## src/hw/rtl/taim_pkg.sv

```systemverilog
// Shared widths, codes and beat types for the triangle inverse mapping block.
// No dependencies; imported by every module of the block.
package taim_pkg;

   // lattice bound and field widths
   localparam int MAX_GRID  = 512;
   localparam int H_W       = $clog2(MAX_GRID + 1);
   localparam int ROW_W     = $clog2(MAX_GRID);
   localparam int ID_W      = 20;
   localparam int CELL_W    = ID_W - 2;
   localparam int CRD_W     = 32;

   // datapath widths
   localparam int DIF_W     = CRD_W + 1;
   localparam int PRD_W     = 2 * DIF_W;
   localparam int CRS_W     = PRD_W + 1;
   localparam int SUM_W     = CRS_W + 3;
   localparam int NUM_W     = SUM_W + 15;
   localparam int MAG_W     = NUM_W - 1;
   localparam int DEN_W     = CRS_W;

   // quotient: 41 bits, clamp at 2^40
   localparam int FRAC_STEPS = 41;
   localparam int FRAC_LAT   = FRAC_STEPS + 2;
   localparam int CELL_STEPS = CELL_W;
   localparam int CELL_DELAY = 4 + FRAC_LAT - CELL_STEPS;

   // triangle kinds around the cell center
   localparam logic [1:0] KIND_BOTTOM = 2'd0;
   localparam logic [1:0] KIND_LEFT   = 2'd1;
   localparam logic [1:0] KIND_RIGHT  = 2'd2;
   localparam logic [1:0] KIND_TOP    = 2'd3;

   typedef struct packed {
      logic [CELL_W-1:0] col;
      logic [ROW_W-1:0]  row;
      logic [1:0]        kind;
   } cell_res_type;

   typedef struct packed {
      logic valid;
      logic neg_x;
      logic neg_y;
      logic zero;
   } side_type;

   typedef struct packed {
      logic [ID_W-1:0]         id;
      logic signed [CRD_W-1:0] v0x;
      logic signed [CRD_W-1:0] v0y;
      logic signed [CRD_W-1:0] v1x;
      logic signed [CRD_W-1:0] v1y;
      logic signed [CRD_W-1:0] v2x;
      logic signed [CRD_W-1:0] v2y;
      logic signed [CRD_W-1:0] ptx;
      logic signed [CRD_W-1:0] pty;
   } in_beat_type;

endpackage

```

## src/hw/rtl/taim_cell_div.sv

```systemverilog
// Pipelined restoring divider: cell number by grid height, one quotient bit per stage.
// Depends on taim_pkg.
module taim_cell_div (
   input  logic                        clock,
   input  logic                        en,
   input  logic [taim_pkg::CELL_W-1:0] cell_in,
   input  logic [taim_pkg::H_W-1:0]    h_in,
   input  logic [1:0]                  kind_in,
   output taim_pkg::cell_res_type      res
);
   import taim_pkg::*;

   localparam int CMP_W = CELL_W + H_W;

   logic [CELL_W-1:0] rem_ff  [0:CELL_STEPS];
   logic [CELL_W-1:0] quo_ff  [0:CELL_STEPS];
   logic [H_W-1:0]    h_ff    [0:CELL_STEPS];
   logic [1:0]        kind_ff [0:CELL_STEPS];

   // stage zero is the input itself
   assign rem_ff[0]  = cell_in;
   assign quo_ff[0]  = '0;
   assign h_ff[0]    = h_in;
   assign kind_ff[0] = kind_in;

   for (genvar k = 1; k <= CELL_STEPS; k++) begin : g_step
      localparam int SH = CELL_STEPS - k;
      logic [CMP_W-1:0] sub_w;
      logic             take;
      assign sub_w = CMP_W'(h_ff[k-1]) << SH;
      assign take  = CMP_W'(rem_ff[k-1]) >= sub_w;
      always_ff @(posedge clock) begin
         if (en) begin
            rem_ff[k]  <= take ? CELL_W'(CMP_W'(rem_ff[k-1]) - sub_w) : rem_ff[k-1];
            quo_ff[k]  <= quo_ff[k-1] | (CELL_W'(take) << SH);
            h_ff[k]    <= h_ff[k-1];
            kind_ff[k] <= kind_ff[k-1];
         end
      end
   end

   assign res.col  = quo_ff[CELL_STEPS];
   assign res.row  = rem_ff[CELL_STEPS][ROW_W-1:0];
   assign res.kind = kind_ff[CELL_STEPS];

endmodule

```

## config.mk

```make
export PLATFORM = sky130hd
export DESIGN_NAME = taim_cell_div
export DESIGN_NICKNAME = d
export VERILOG_FILES = /design/src/hw/rtl/taim_pkg.sv /design/src/hw/rtl/taim_cell_div.sv
export SDC_FILE = /design/constraint.sdc
export NUM_CORES = 1
export LEC_CHECK = 0
export ABC_AREA = 1
export BUFFER_PORTS_ARGS = -buffer_cell sky130_fd_sc_hd__buf_4
export CORE_MARGIN = 2
export CORE_UTILIZATION = 28
export DETAILED_ROUTE_END_ITERATION = 12
export PLACE_DENSITY_LB_ADDON = 0.08
export SLEW_MARGIN = 10
export SYNTH_ARGS = -nofsm -noshare
export SYNTH_HDL_FRONTEND = slang
export SYNTH_SLANG_ARGS = --single-unit
```

## constraint.sdc

```tcl
create_clock -name clock -period 2.2 [get_ports clock]
set_input_delay 0.33 -clock clock [delete_from_list [all_inputs] [get_ports clock]]
set_output_delay 0.33 -clock clock [all_outputs]
set_load 0.05 [all_outputs]
```

==> summary.txt, run 1 <==
Pwr
  – Peak supply drop: 0.602 mV
  – Pleak: roughly 0.016 uW
  – Power per cell area: approximately 1100 nW/um^2
  – Power consumption: a little over 40000 uW

Timing
  – Hold Fails Final Rpt: 0
  – Worst clock skew: approximately 76 ps
  – Worst slew pin tran: 614 ps
  – Worst rel slew slack: approximately three fifths
  – Post-layout min period: between 2000 and 2500 ps
  – Max-slew violation count: 0
  – Final setup fails: 0
  – Final worst path period share: 96.4%
  – Fmax: around 470 MHz
  – Hold_ws: 57.5 ps

Setup path
  – FF-to-FF path depth: 10
  – Crit path launch type: flop
  – WP data required: roughly 2500 ps
  – Max incr delay on CP: about 420 ps
  – R2R setup slack: ~80 ps
  – Critical path arrival: 2460 ps
  – Reg2reg end: rem_ff[120]
  – Max FO, Critical Path: 10
  – CP endpoint kind: flop
  – Crit Reg-Reg Startpoint: g_step[12].sub_w[6]
  – Worst path most repeated cell: nand2_1
  – Slowest CP cell: fa_2
  – Worst path cell trace: ha_2 > fa_2 > o21ai_4 > nand2_1 > nand2_1 > nand2_2 > nand2_4 > inv_4 > nand2_1 > nand2_1
  – Crit path kind: flop to flop

Clock network
  – H-Tree Depth: 3
  – Root buf cell: clkbuf_16
  – Num CTS Buffers: between 80 and 90
  – CTS Buffer Depth: 3
  – CTS tree: built
  – Worst-Skew Late Latency: 670 ps
  – Reg clk slew, reported paths: around 60 ps
  – CTS Sinks: slightly below 700

Synthesis
  – Area contributors post-synth: edfxtp_1, nand2_1, ha_1
  – Synth cell types: 48
  – Mapped Nets: around 3100
  – Post-synth top area cell: edfxtp_1
  – Post-synth EDFFs: a little under 700
  – Synth Flop Type: edfxtp_1
  – Mapped Area: approximately 32000 sq um
  – Commonest cells in the netlist: nand2_1, edfxtp_1, inv_1
  – Synth warn: 0
  – Seq/Total Area, Yosys: approximately 65%
  – Synth Register Bits: a little under 700
  – Avg Cell Area, Syn: ~11 sq um
  – Syn Inst Count: a little under 3000
  – Area share of the leading cell type in the synthesized netlist: about 65%
  – Asr flop ratio synth: 0%
  – Most common cell in the netlist: nand2_1

Routing
  – Vias: roughly 20000
  – Routed Wire Length: ~76 mm
  – Initial DRC count: approximately 1100
  – Post-route DRC: 0
  – First drt pass iteration count: 5
  – Drt wl/cell: approximately 16 um
  – DR vias/cell: approximately 4.3
  – Antenna-violating nets left: 0

Cells and area
  – Design area: about 39000 sq um
  – Layout area overhead: 21.3%
  – Final core occ: 34.2%
  – Finished Layout Cells: around 4800
  – Fin nets: ~3400
  – ANT cells: 0
  – Share of layout cells above drive strength 1: between 10% and 20%
  – Fill cell count: 11400

Floorplan
  – Initial Util: roughly 28%
  – IO Count: 61
  – Num rows: approximately 120
  – Die Wd: roughly 340 um
  – Die height: 343 um
  – Core Region: between 100000 and 150000 sq um
  – Die area: ~120000 sq um

Min path
  – Min-Delay Startpoint: en
  – Worst hold endpoint: rem_ff[135]
  – Hold WC Path Type: input pin to flop
  – Hold depth: 1

Global routing
  – GRT Residual Overflow: 0
  – Tot GR Track Use: about an eighth
  – Vias in the first global route: about 21000
  – First-pass GRT wire length: 118 mm
  – Initial antenna violation count: 2
  – Largest net degree at the start of global routing: 102

Run status
  – Outcome: completed

Placement
  – Buffers on Ports: 60
  – HPWL Detailed: between 50 and 60 mm
  – Area after DPL: 35300 sq um
  – Cells after DPL: roughly 4500
  – Final Wtd Congestion: about 0.8

Job
  – Max-cap viol count: 0
-- logic make-up after synthesis --
kind of cell | after synthesis | share of synthesized area, %
flops | 692 | 64.7
buf+inv | 453 | 5.93
compound gates | 158 | 2.90
xor+xnor | 75 | 2.04
simple gates | 1353 | 18.1
fa+ha+maj | 152 | 6.31
-- metrics by stage --
step / TNS, ps / worst slack [ps]
floorplan: 0 / 146
global placement: -1920 / -209
detailed placement: -1510 / -178
CTS: 0 / 3.28
global route: -49.7 / -18.0
finish: 0 / 80.0
-- routing by layer --
metal  global-route usage, %  vias to the layer above  part of all wire, %
li1                        -                    10300                    -
met1                    17.2                     9680                   47
met2                    21.6                      280                   48
met3                    2.19                      102                  3.4
met4                    3.48                        0                  1.9
met5                       0                        -                    0
-- sequential cells by signal (all words and copies together) (netlist names) --
name          count
kind_ff          34
rem_ff          306
g_step.sub_w    170
res              29
quo_ff          153
-- power breakdown --
| group | internal [uW] | leakage (uW) | total [uW] | switching (uW) |
|---|---|---|---|---|
| combinational | 3970 | 0.00827 | 10100 | 6130 |
| sequential | 16600 | 0.00675 | 17700 | 1110 |
| clock | 7680 | 0.00130 | 13300 | 5590 |
-- worst max-delay path by stage --
| stage | start | to | cells past startpoint |
|---|---|---|---|
| after global routing | rem_ff[178] | rem_ff[161] | 8 |
| after CTS | g_step[12].sub_w[6] | rem_ff[121] | 10 |
| final | g_step[12].sub_w[6] | rem_ff[120] | 10 |
| after detailed placement | g_step[12].sub_w[6] | rem_ff[125] | 9 |
| after global placement | g_step[12].sub_w[6] | rem_ff[121] | 10 |
| after floorplan | rem_ff[56] | rem_ff[45] | 13 |
-- area by class of cell --
type                    instances  area [sq um]  area share, %
clock buffers                  99          2160           5.54
clock inverters                56           524           1.34
inverters                     402          1530           3.92
multi-input cells            1739          9870           25.3
flip-flops and latches        692         20800           53.3
well taps                    1512          1890           4.85
repair buffers                262          2220           5.70
repair inverters                1          7.51         0.0193
-- worst max-delay path: cells and delay by family (launching register included) --
kind,cells,cell delay [ps]
buffers and inverters,1,80
AOI/OAI and AO/OA,1,160
DFF,1,410
and+or+nand+nor,6,540
adders and majority gates,2,640
-- cells in the final DEF, fill, tap and decap left out, drive strengths merged --
master / n
or3: 1
or2: 10
and3: 3
nor2b: 1
and2: 4
clkinvlp: 3
ha: 135
o21ai: 39
xor2: 51
a21oi: 95
dlygate4sd3: 29
o21a: 4
xnor2: 24
nor4: 6
clkinv: 47
nand3b: 19
inv: 404
a21o: 6
edfxtp: 692
buf: 233
nand2: 797
nand3: 155
and3b: 1
clkbuf: 99
fa: 17
nand4: 95
nor3: 29
a31oi: 3
o21bai: 7
bufinv: 5
a21boi: 4
nor2: 233
-- what timing repair did --
item / in CTS / in global routing
setup buffers: 5 / 24
gates resized for setup: 11 / 75
endpoints found under the setup margin: 24 / 130
hold endpoints to repair: 29 / 0
pin swaps: 1 / 9
gates cloned: 0 / 2
hold buffers: 29 / 0
Note: power is estimated with default switching activity, not from simulation.
==> inputs of run 2 (changes only) <==
==> constraint.sdc (replaced) <==
create_clock -name clock -period 1.94 [get_ports clock]
set_input_delay 0.291 -clock clock [delete_from_list [all_inputs] [get_ports clock]]
set_output_delay 0.291 -clock clock [all_outputs]
set_load 0.05 [all_outputs]
==> run 2 against run 1 <==
  * Global-route usage increased by 0.57 points
  * The flow now finishes with violations (setup timing)
  * Largest cell class unchanged
  * Largest power group unchanged
  * Clock power increased by 17%
  * Power increased by 29%
  * First-iteration DRC count increased by 3.9%
  * Core utilization increased by 5.4 points
==> summary.txt, run 2 (synthesis results as in run 1) <==
Setup path
  – Worst path cell trace: ha_4 > nand2_4 > inv_4 > nand4_1 > o21ai_1 > inv_2 > nand2_8 > buf_12 > nand3_2 > nand2_2
  – CP endpoint kind: flop
  – Max FO, Critical Path: 8 (-2)
  – Crit Reg-Reg Startpoint: rem_ff[137]
  – Crit path buffers/inverters: 3 (+2)
  – Slowest CP cell: edfxtp_1
  – Crit path launch type: flop
  – Max incr delay on CP: 440 ps (+20 ps)
  – Critical path arrival: 2550 ps (+90 ps)
  – WP data required: 2470 ps (-70 ps)
  – Crit path kind: flop to flop
  – Top Family by Delay on Critical Path: simple AND/OR/NAND/NOR gates
  – Worst Setup SP: rem_ff[137]

Floorplan
  – Num rows: 124 (unchanged)
  – Die Wd: 343 um (unchanged)
  – Die area: 118000 sq um (unchanged)
  – Initial Util: 28.2% (unchanged)
  – IO Count: 61 (unchanged)
  – Core Region: 114000 sq um (unchanged)
  – Die height: 343 um (unchanged)

Routing
  – Initial DRC count: 1165 (+3.9%)
  – Drt wl/cell: 15.5 um (-2.0%)
  – Routed Wire Length: 80.8 mm (+7.0%)
  – Post-route DRC: 0 (unchanged)
  – Antenna-violating nets left: 0 (unchanged)
  – Vias: 22400 (+9.7%)
  – First drt pass iteration count: 6 (+1)
  – DR vias/cell: 4.30 (+0.40%)

Placement
  – Buffers on Ports: 60 (unchanged)
  – Final Wtd Congestion: 0.831 (+3.9%)
  – Cells after DPL: 4828 (+6.2%)
  – HPWL Detailed: 57.0 mm (+0.89%)

Timing
  – Fmax: 494 MHz (+4.7%)
  – Worst rel slew slack: 69.0% (+10 points)
  – Worst clock skew: 28.2 ps (-48.2 ps)
  – Worst slew pin tran: 464 ps (-150 ps)
  – Hold_ws: 174 ps (+117 ps)
  – Post-layout min period: 2020 ps (-96.0 ps)
  – Hold Fails Final Rpt: 0 (unchanged)
  – Worst setup margin: -84.0 ps (-164 ps)
  – Final worst path period share: 104% (+8.0 points)
  – Max-slew violation count: 0 (unchanged)
  – RSZ-0062 raised after global routing: true
  – Final setup fails: 39 (+39)

Cells and area
  – Commonest non-fill, non-tap cell in the layout: edfxtp_1
  – Fill cell count: 11000 (-3.9%)
  – Most flops, register: rem_ff
  – Seq. cell area: 20800 sq um (unchanged)
  – Multi-input gate area: 12400 sq um (+25%)
  – Fin nets: 3810 (+13%)
  – Finished Layout Cells: 5203 (+9.2%)
  – Most frequent cells in the layout: edfxtp_1, nand2_1, buf_4, inv_1, nor2_1
  – ANT cells: 0 (unchanged)
  – Max reg flops: 306 (unchanged)
  – Share of layout cells above drive strength 1: 37.1% (+23 points)
  – Layout area overhead: 40.4%

Run status
  – Failing checks: setup timing
  – Outcome: finished, violations left

Global routing
  – Largest net degree at the start of global routing: 84 (-18%)
  – Vias in the first global route: 22400 (+8.1%)
  – Initial antenna violation count: 1 (-1)
  – GRT Residual Overflow: 0 (unchanged)
  – First-pass GRT wire length: 124 mm (+5.1%)
  – Tot GR Track Use: 13.5% (+0.57 points)

Pwr
  – Peak supply drop: 0.671 mV (+11%)
  – Power consumption: 52900 uW (+29%)
  – Power per cell area: 1170 nW/um^2 (+11%)
  – Pleak: 0.0189 uW (+15%)

Clock network
  – H-Tree Depth: 3 (unchanged)
  – Root buf cell: clkbuf_16
  – Worst-Skew Late Latency: 670 ps (about the same)
  – CTS Buffer Depth: 3 (unchanged)
  – Reg clk slew, reported paths: 60 ps (about the same)
  – Num CTS Buffers: 84 (unchanged)
  – CTS Sinks: 692 (unchanged)
  – CTS tree: built

Job
  – Max-cap viol count: 0 (unchanged)

Min path
  – Min-Delay Startpoint: en
  – Hold WC Path Type: input pin to flop
## run 2: cell types whose count changed in the layout (fill, tap and decap cells not counted), sizes merged
cell,previous run,this run
bufinv,5,9
buf,233,667
dlygate4sd3,29,30
clkbuf,99,106
nand2,797,800
clkinvlp,3,5
inv,404,403
clkinv,47,33
nand3,155,159
## run 2: final timing paths
| path | endpoint | slack (ps) | depth (start not counted) |
|---|---|---|---|
| min | rem_ff[261] | 170 | 2 |
| min reg2reg | quo_ff[60] | 400 | 0 |
| max | rem_ff[123] | -80 | 10 |
| max reg2reg | rem_ff[123] | -80 | 10 |
## run 2: through the flow
step	setup slack (ps)	util (%)	cell area [sq um]	TNS (ps)
final	-84.0	39.6	45100	-1420
after global placement	-428	32.9	37500	-20860
after CTS	-113	37.1	42300	-2340
after global routing	-181	39.6	45100	-8630
after detailed placement	-413	32.9	37500	-19630
after floorplan	1.83	-	32200	0
## run 2: report_power, final
group | total (uW) | switching [uW] | internal, uW
Combinational | 17200 | 9070 | 8110
Sequential | 20100 | 1320 | 18800
Clock | 15600 | 6340 | 9250
Total | 52900 | 16700 | 36200
## run 2: timing repair
item | 4_1_cts | 5_1_grt
gates resized for setup | 242 | 486
hold buffers | 30 | 0
setup buffers | 83 | 98
pin swaps | 76 | 175
endpoints found under the setup margin | 153 | 167
endpoints found under the hold margin | 30 | 0
gates cloned | 10 | 6
## run 2: final cells by class
class                   instances  area share (%)
repair buffers                697            12.7
multi-input cells            1746            27.4
well taps                    1512            4.19
clock inverters                45            1.27
clock buffers                 106            4.84
repair inverters                3          0.0777
inverters                     402            3.41
flip-flops and latches        692            46.1
## run 2: per-layer routing
layer | vias to the layer above | global-route usage, % | wire [um]
met5 | - | 0 | 13
met4 | 2 | 4.52 | 2290
met3 | 127 | 2.34 | 2430
met2 | 297 | 22.1 | 39000
met1 | 10700 | 17.9 | 37200
li1 | 11300 | - | -
